### src/design/pps_bsl_pkg.sv
// Package: item types and constants for the PPS drive binary search loop.
`timescale 1ns / 1ps
`default_nettype none

package pps_bsl_pkg;

    localparam logic [1:0] OP_MEASURE = 2'd0;
    localparam logic [1:0] OP_SET_MODE = 2'd1;
    localparam logic [1:0] OP_DRIVE = 2'd2;

    localparam logic [7:0] MODE_HOST = 8'd0;
    localparam logic [7:0] MODE_AUTO = 8'd1;

    localparam logic [6:0] THRESHOLD_RESET = 7'd10;
    localparam logic [3:0] STEP_EXP_RESET = 4'd15;
    localparam logic [15:0] DRIVE_RESET = 16'hFFFF;

    typedef struct packed {
        logic [1:0]         op;
        logic signed [15:0] phase_diff;
        logic [7:0]         new_mode;
        logic [15:0]        direct_drive;
    } in_item_t;

    typedef struct packed {
        logic               drive_written;
        logic [15:0]        drive_value;
        logic [7:0]         mode_now;
        logic [7:0]         probe_count;
        logic signed [15:0] last_phase;
        logic signed [7:0]  error_sum;
        logic [3:0]         step_position;
        logic [15:0]        search_drive;
        logic [15:0]        settle_count;
    } out_item_t;

endpackage

`default_nettype wire

### src/design/pps_bsl_in_if.sv
// Interface: valid/ready channel carrying one input item.
`timescale 1ns / 1ps
`default_nettype none

interface pps_bsl_in_if;
    logic                    valid;
    logic                    ready;
    pps_bsl_pkg::in_item_t   data;

    modport source (output valid, output data, input ready);
    modport sink (input valid, input data, output ready);
endinterface

`default_nettype wire

### src/design/pps_bsl_out_if.sv
// Interface: valid/ready channel carrying one result item.
`timescale 1ns / 1ps
`default_nettype none

interface pps_bsl_out_if;
    logic                    valid;
    logic                    ready;
    pps_bsl_pkg::out_item_t  data;

    modport source (output valid, output data, input ready);
    modport sink (input valid, input data, output ready);
endinterface

`default_nettype wire

### src/design/pps_bsl_core.sv
// Search state registers and the single-pass update for one item.
`timescale 1ns / 1ps
`default_nettype none

module pps_bsl_core
(
    input  wire logic                   clk,
    input  wire logic                   rst_n,
    input  wire logic                   cfg_we,
    input  wire logic [6:0]             cfg_wdata,
    input  wire logic                   item_go,
    input  wire pps_bsl_pkg::in_item_t  item,
    output pps_bsl_pkg::out_item_t      res
);

    logic [6:0]         thr_reg;
    logic [7:0]         mode_reg, mode_next;
    logic [7:0]         accum_reg, accum_next;
    logic [3:0]         exp_reg, exp_next;
    logic [15:0]        search_reg, search_next;
    logic [15:0]        since_reg, since_next;
    logic [7:0]         probes_reg, probes_next;
    logic [15:0]        phase_reg, phase_next;
    logic [15:0]        drive_reg, drive_next;
    logic               written;

    logic [7:0]         acc_sum;
    logic signed [7:0]  thr_pos;
    logic signed [7:0]  thr_neg;
    logic [15:0]        delta;
    logic               above;
    logic               below;

    assign acc_sum = accum_reg + item.phase_diff[7:0];
    assign thr_pos = $signed({1'b0, thr_reg});
    assign thr_neg = -thr_pos;
    assign delta = 16'd1 << exp_reg;
    assign above = $signed(acc_sum) > thr_pos;
    assign below = $signed(acc_sum) < thr_neg;

    always_comb
    begin
        mode_next = mode_reg;
        accum_next = accum_reg;
        exp_next = exp_reg;
        search_next = search_reg;
        since_next = since_reg;
        probes_next = probes_reg;
        phase_next = phase_reg;
        drive_next = drive_reg;
        written = 1'b0;
        case (item.op)
            pps_bsl_pkg::OP_MEASURE:
            begin
                probes_next = probes_reg + 8'd1;
                phase_next = item.phase_diff;
                if (mode_reg == pps_bsl_pkg::MODE_AUTO)
                begin
                    accum_next = acc_sum;
                    since_next = since_reg + 16'd1;
                    if (above || below)
                    begin
                        search_next = above ? search_reg - delta : search_reg + delta;
                        exp_next = (exp_reg != 4'd0) ? exp_reg - 4'd1 : exp_reg;
                        drive_next = search_next;
                        accum_next = 8'd0;
                        since_next = 16'd0;
                        written = 1'b1;
                    end
                end
            end
            pps_bsl_pkg::OP_SET_MODE:
            begin
                mode_next = item.new_mode;
                if (item.new_mode == pps_bsl_pkg::MODE_AUTO)
                begin
                    accum_next = 8'd0;
                    exp_next = pps_bsl_pkg::STEP_EXP_RESET;
                    search_next = pps_bsl_pkg::DRIVE_RESET;
                    since_next = 16'd0;
                    drive_next = pps_bsl_pkg::DRIVE_RESET;
                    written = 1'b1;
                end
            end
            pps_bsl_pkg::OP_DRIVE:
            begin
                drive_next = item.direct_drive;
                written = 1'b1;
            end
            default:
            begin
                written = 1'b0;
            end
        endcase
    end

    always_comb
    begin
        res.drive_written = written;
        res.drive_value = drive_next;
        res.mode_now = mode_next;
        res.probe_count = probes_next;
        res.last_phase = $signed(phase_next);
        res.error_sum = $signed(accum_next);
        res.step_position = exp_next;
        res.search_drive = search_next;
        res.settle_count = since_next;
    end

    always_ff @(posedge clk or negedge rst_n)
    begin
        if (!rst_n)
        begin
            thr_reg <= pps_bsl_pkg::THRESHOLD_RESET;
        end
        else if (cfg_we)
        begin
            thr_reg <= cfg_wdata;
        end
    end

    always_ff @(posedge clk or negedge rst_n)
    begin
        if (!rst_n)
        begin
            mode_reg <= pps_bsl_pkg::MODE_AUTO;
            accum_reg <= 8'd0;
            exp_reg <= pps_bsl_pkg::STEP_EXP_RESET;
            search_reg <= pps_bsl_pkg::DRIVE_RESET;
            since_reg <= 16'd0;
            probes_reg <= 8'd0;
            phase_reg <= 16'd0;
            drive_reg <= pps_bsl_pkg::DRIVE_RESET;
        end
        else if (item_go)
        begin
            mode_reg <= mode_next;
            accum_reg <= accum_next;
            exp_reg <= exp_next;
            search_reg <= search_next;
            since_reg <= since_next;
            probes_reg <= probes_next;
            phase_reg <= phase_next;
            drive_reg <= drive_next;
        end
    end

endmodule

`default_nettype wire

### src/design/pps_drive_binary_search_loop.sv
// Top level: input register, search core and result register.
//
//  channel  dir  handshake      payload
//  req      in   valid/ready    op, phase_diff, new_mode, direct_drive
//  rsp      out  valid/ready    drive_written .. settle_count
//  cfg      in   cfg_we         cfg_wdata = step_threshold
//
// An item goes from the input register to the result register; one item per cycle while rsp is ready.
// The state update is one 8-bit add, two signed compares and one 16-bit add/sub.
// Reset: auto mode, drive and search 0xFFFF, exponent 15, threshold 10.
// A stalled rsp holds the result register; req stays ready while the
// input register is empty or moving on.
`timescale 1ns / 1ps
`default_nettype none

module pps_drive_binary_search_loop
(
    input  wire logic           clk,
    input  wire logic           rst_n,
    pps_bsl_in_if.sink          req,
    pps_bsl_out_if.source       rsp,
    input  wire logic           cfg_we,
    input  wire logic [6:0]     cfg_wdata
);

    logic                       in_vld_reg;
    pps_bsl_pkg::in_item_t      in_data_reg;
    logic                       out_vld_reg;
    pps_bsl_pkg::out_item_t     out_data_reg;
    pps_bsl_pkg::out_item_t     core_res;
    logic                       advance;

    assign advance = in_vld_reg && (!out_vld_reg || rsp.ready);
    assign req.ready = !in_vld_reg || advance;

    always_ff @(posedge clk or negedge rst_n)
    begin
        if (!rst_n)
        begin
            in_vld_reg <= 1'b0;
        end
        else if (req.ready)
        begin
            in_vld_reg <= req.valid;
        end
    end

    always_ff @(posedge clk)
    begin
        if (req.ready && req.valid)
        begin
            in_data_reg <= req.data;
        end
    end

    pps_bsl_core u_core
    (
        .clk       (clk),
        .rst_n     (rst_n),
        .cfg_we    (cfg_we),
        .cfg_wdata (cfg_wdata),
        .item_go   (advance),
        .item      (in_data_reg),
        .res       (core_res)
    );

    always_ff @(posedge clk or negedge rst_n)
    begin
        if (!rst_n)
        begin
            out_vld_reg <= 1'b0;
        end
        else if (advance)
        begin
            out_vld_reg <= 1'b1;
        end
        else if (rsp.ready)
        begin
            out_vld_reg <= 1'b0;
        end
    end

    always_ff @(posedge clk)
    begin
        if (advance)
        begin
            out_data_reg <= core_res;
        end
    end

    assign rsp.valid = out_vld_reg;
    assign rsp.data = out_data_reg;

`ifndef SYNTHESIS
    a_no_overwrite_in: assert property (@(posedge clk) disable iff (!rst_n)
        (req.valid && req.ready && in_vld_reg) |-> advance)
        else $error("input register overwritten while holding an item");

    a_no_overwrite_out: assert property (@(posedge clk) disable iff (!rst_n)
        (out_vld_reg && !rsp.ready) |-> !advance)
        else $error("result register overwritten while stalled");

    a_advance_shows: assert property (@(posedge clk) disable iff (!rst_n)
        advance |=> rsp.valid)
        else $error("processed item did not reach the result register");

    a_step_floor: assert property (@(posedge clk) disable iff (!rst_n)
        (advance && u_core.exp_reg == 4'd0) |-> (core_res.step_position == 4'd0
            || core_res.step_position == pps_bsl_pkg::STEP_EXP_RESET))
        else $error("step exponent left the floor without a re-arm");
`endif

endmodule

`default_nettype wire
### src/flat_wrapper.sv
// flat-port wrapper written by rule: the top's interface ports become plain ports
module pps_drive_binary_search_loop_flat 
  (clk, rst_n, cfg_we, cfg_wdata, req_valid, req_data, req_ready, rsp_valid, rsp_data, rsp_ready);
  pps_bsl_in_if req_i ();
  pps_bsl_out_if rsp_i ();
  input  wire logic clk;
  input  wire logic rst_n;
  input  wire logic cfg_we;
  input  wire logic [6:0] cfg_wdata;
  input wire logic [$bits(req_i.valid)-1:0] req_valid;
  input wire logic [$bits(req_i.data)-1:0] req_data;
  output wire logic [$bits(req_i.ready)-1:0] req_ready;
  output wire logic [$bits(rsp_i.valid)-1:0] rsp_valid;
  output wire logic [$bits(rsp_i.data)-1:0] rsp_data;
  input wire logic [$bits(rsp_i.ready)-1:0] rsp_ready;
  assign req_i.valid = req_valid;
  assign req_i.data = req_data;
  assign req_ready = req_i.ready;
  assign rsp_valid = rsp_i.valid;
  assign rsp_data = rsp_i.data;
  assign rsp_i.ready = rsp_ready;
  pps_drive_binary_search_loop u_core (.clk(clk), .rst_n(rst_n), .req(req_i), .rsp(rsp_i), .cfg_we(cfg_we), .cfg_wdata(cfg_wdata));
endmodule
### config.mk
export PLATFORM = sky130hd
export DESIGN_NAME = pps_drive_binary_search_loop_flat
export DESIGN_NICKNAME = d
export VERILOG_FILES = /design/src/design/pps_bsl_pkg.sv /design/src/design/pps_bsl_in_if.sv /design/src/design/pps_bsl_out_if.sv /design/src/design/pps_bsl_core.sv /design/src/design/pps_drive_binary_search_loop.sv /design/src/flat_wrapper.sv
export SDC_FILE = /design/constraint.sdc
export NUM_CORES = 1
export LEC_CHECK = 0
export ABC_AREA = 0
export BUFFER_PORTS_ARGS = -buffer_cell sky130_fd_sc_hd__clkbuf_2
export CAP_MARGIN = 20
export CORE_MARGIN = 2
export CORE_UTILIZATION = 60
export CTS_CLUSTER_DIAMETER = 40
export DETAILED_ROUTE_END_ITERATION = 16
export PLACE_DENSITY = 0.83
export SLEW_MARGIN = 20
export SYNTH_ARGS = -nofsm -noshare
export SYNTH_HDL_FRONTEND = slang
export SYNTH_SLANG_ARGS = --single-unit
### constraint.sdc
create_clock -name clk -period 17.1 [get_ports clk]
set_input_delay 1.71 -clock clk [delete_from_list [all_inputs] [get_ports clk]]
set_output_delay 1.71 -clock clk [all_outputs]
set_load 0.03 [all_outputs]
==> impl_metrics.yaml <==
synthesis:
  synth_area_leaders: "edfxtp_1 (34%), dfrtp_1 (13%), dfstp_2 (8.6%), nand2_1 (6.7%), ha_1 (5.1%)"
  synthCells: 1114
  synth.most_common_cell: "nand2_1"
  synth_edf_count: 135
  syn_area_um2: 12000
  synthDistinctLibCells: 72
  synth_nets: 1219
  synth_top_area_frac: 0.339
  avgSynthCellArea_um2: 10.7
  ys.warnings.count: 0
  synthFlopType: "edfxtp_1"
  ys_async_sr_fraction: 0.428
  synth-seq-cells: 236
  synth_top_cell_by_area: "edfxtp_1"
  yosysSeqAreaShare: 0.554
  synth_common_cells: "nand2_1 (215), edfxtp_1 (135), a21oi_1 (65), dfrtp_1 (62), nor2_1 (61)"
worst_setup_path:
  critPathMaxFanout: 13
  critPathMaxStageDelay_ns: 0.50
  reg2reg_from: "u_core.u_core.accum_reg[0]$_DFFE_PN0P_"
  cp.required_ns: 17.49
  critPathCaptureType: "register"
  worstPathArrival_ns: 6.77
  r2r_slack_ns: 10.72
  cp-start-kind: "register"
  reg2reg_depth: 25
  path_common_cell: "ha_1"
  worstSetupPathType: "reg2reg"
  crit_start: "u_core.u_core.accum_reg[0]$_DFFE_PN0P_"
  crit_family: "compound AO/OA/AOI/OAI gates"
  r2r-end: "u_core.rsp.data[90]$_DFFE_PP_"
  cp_num_buf_inv: 0
  crit_slowest_cell: "or4b_1"
detailed_routing:
  post_drt_wl_per_cell_um: 19.2
  drc: 0
  drt-vias-per-instance: 6.09
  wirelength_mm: 29.5
  firstDrtPassIters: 5
  drt_iter0_drc: 719
  drtAntennaViolNets: 0
  num_vias: 9347
floorplan:
  die_h_um: 145
  dieWidth_um: 145
  die-area_um2: 21100
  ios: 149
  start_util: 0.613
  row_count: 51
  core_um2: 19500
sta:
  setup_viol: 0
  drv_slew: 0
  fin_crit_ns: 6.38
  worst_slack_ns: 10.72
  rsz0062_at_grt: "false"
  report.final.hold_viol_count: 0
  max_clock_freq_ghz: 0.157
  relSlewSlack: 0.304
  finalClockSkew_ns: 0.0179
  setup_tns_ns: 0
  layout_worst_path_cycle_share: 0.373
  tightest_slew_ns: 1.04
status:
  status: "finished, final reports clean"
cts:
  cts_buffer_depth: 3
  post-cts-setup-buffer-count: 0
  cts_hold_buf: 0
  cts_sinks: 236
  post_cts_resized: 0
  numCtsBuffers: 31
  clockRootBuffer: "clkbuf_16"
  path_clk_slew_ns: 0.06
  htree_num_levels: 1
  worstSkewPairLatency_ns: 0.55
  cts_tree: "built"
power:
  p_leak_nw: 6.02
  max-vdd-ir-drop_mv: 0.102
  finalPower_mw: 1.97
  pwr_density_cell_nw_per_um2: 141
layout:
  multi_input_area_um2: 5000
  final_layout_size_suffix_gt1_frac: 0.221
  n_fill_cell: 1353
  largest_reg_flops: 93
  seq_area_um2: 6630
  diodes: 0
  utilization: 0.717
  layout.nets: 1351
  design_area_um2: 14000
  syn_to_final_growth_pct: 16.9
global_routing:
  busiest_layer: "met2"
  grt_start_max_net_pins: 71
  grt_pass1_wl_mm: 47.1
  use_met1: 0.358
  grt_util_met3: 0.0475
  antenna_found_initial: 0
  grt.overflow.total: 0
  grt_use_met2: 0.464
  track_usage: 0.275
  grt_pass1_vias: 9113
placed_design:
  gp_congestion: 0.902
  post_dp_cell_area_um2: 12900
  numPortBuffers: 148
  hpwl_mm: 19.5
  pre_cts_ws_ns: 10.80
hold_path:
  whs_path_depth: 2
  hold_path.class: "reg2reg"
  hold_path.startpoint: "u_core.u_core.mode_reg[0]$_DFFE_PN1P_"
  whs_endpoint: "u_core.u_core.mode_reg[0]$_DFFE_PN1P_"
job:
  maxCapViolCount: 0
[metal layers]
layer	share of wire	wire, µm
met1	0.41	12200
met2	0.49	14300
met3	0.064	1880
met4	0.036	1070
met5	0	0
[power by group]
group          internal [mW]  switching (mW)  total (mW)
combinational          0.193           0.343       0.537
clock                  0.429           0.254       0.683
sequential             0.702          0.0529       0.755
total                   1.32           0.651        1.97
[kinds of logic after synthesis]
group           count (synthesis)  share of synthesized area
xor+xnor                       43                     0.0315
compound gates                295                      0.169
simple gates                  373                      0.135
mux                            30                     0.0264
flops                         236                      0.554
buf+inv                        86                     0.0293
fa+ha+maj                      51                     0.0546
[cell type report]
class,count,share of cell area
Clock inverter,19,0.0174
Clock buffer,39,0.0627
Inverter,28,0.00769
Sequential cell,236,0.474
Multi-Input combinational cell,792,0.357
Timing Repair Buffer,157,0.0579
Tap cell,265,0.0237
[worst reg2reg max path, stage by stage, from the launching register on]
cell	delay (ns)
dfrtp_1	0.40
ha_1	0.25
fa_1	0.40
a21o_1	0.20
a21oi_1	0.22
o21bai_1	0.09
a21oi_1	0.20
xnor2_1	0.21
ha_1	0.31
nand4_1	0.09
o22ai_1	0.07
a31oi_1	0.43
o21a_1	0.45
nand2b_1	0.17
o31ai_1	0.12
nand3_1	0.12
o211a_1	0.17
ha_1	0.33
a21o_1	0.20
a221o_1	0.40
and3_1	0.21
o41a_1	0.35
or4b_1	0.50
o2111ai_2	0.14
a21oi_2	0.10
o21ai_0	0.09
[metrics by stage]
stage,hold slack (ns),std cells
floorplan,0.442,1114
global placement,0.450,1478
detailed placement,0.462,1478
CTS,0.470,1536
global route,0.479,1536
finish,0.472,1536
[worst max-delay path by stage]
stage                                                    to  slack [ns]  cells after the start
floorplan                     u_core.rsp.data[90]$_DFFE_PP_       11.42                     24
global placement              u_core.rsp.data[90]$_DFFE_PP_       10.96                     25
detailed placement  u_core.u_core.drive_reg[14]$_DFFE_PN1P_       10.80                     25
CTS                 u_core.u_core.drive_reg[14]$_DFFE_PN1P_       10.73                     25
global route                  u_core.rsp.data[88]$_DFFE_PP_       10.21                     25
finish                        u_core.rsp.data[90]$_DFFE_PP_       10.72                     25
[cells in the final DEF (no fill, tap or decap), drive strengths merged, types with 9 or more instances in the layout]
master,synthesis,layout
nand2,215,215
clkbuf,42,186
edfxtp,135,135
a21oi,68,68
o21ai,65,65
dfrtp,62,62
nor2,62,62
ha,49,49
o22a,43,43
dfstp,39,39
inv,27,35
xnor2,24,24
nor3,21,21
xor2,19,19
o31ai,19,19
mux2i,17,17
nand3,16,16
a22o,15,15
o21a,14,14
mux2,13,13
a21o,13,13
and3,11,11
nor2b,10,10
buf,16,10
a31oi,9,9
Power figures use the tool's default switching activity.
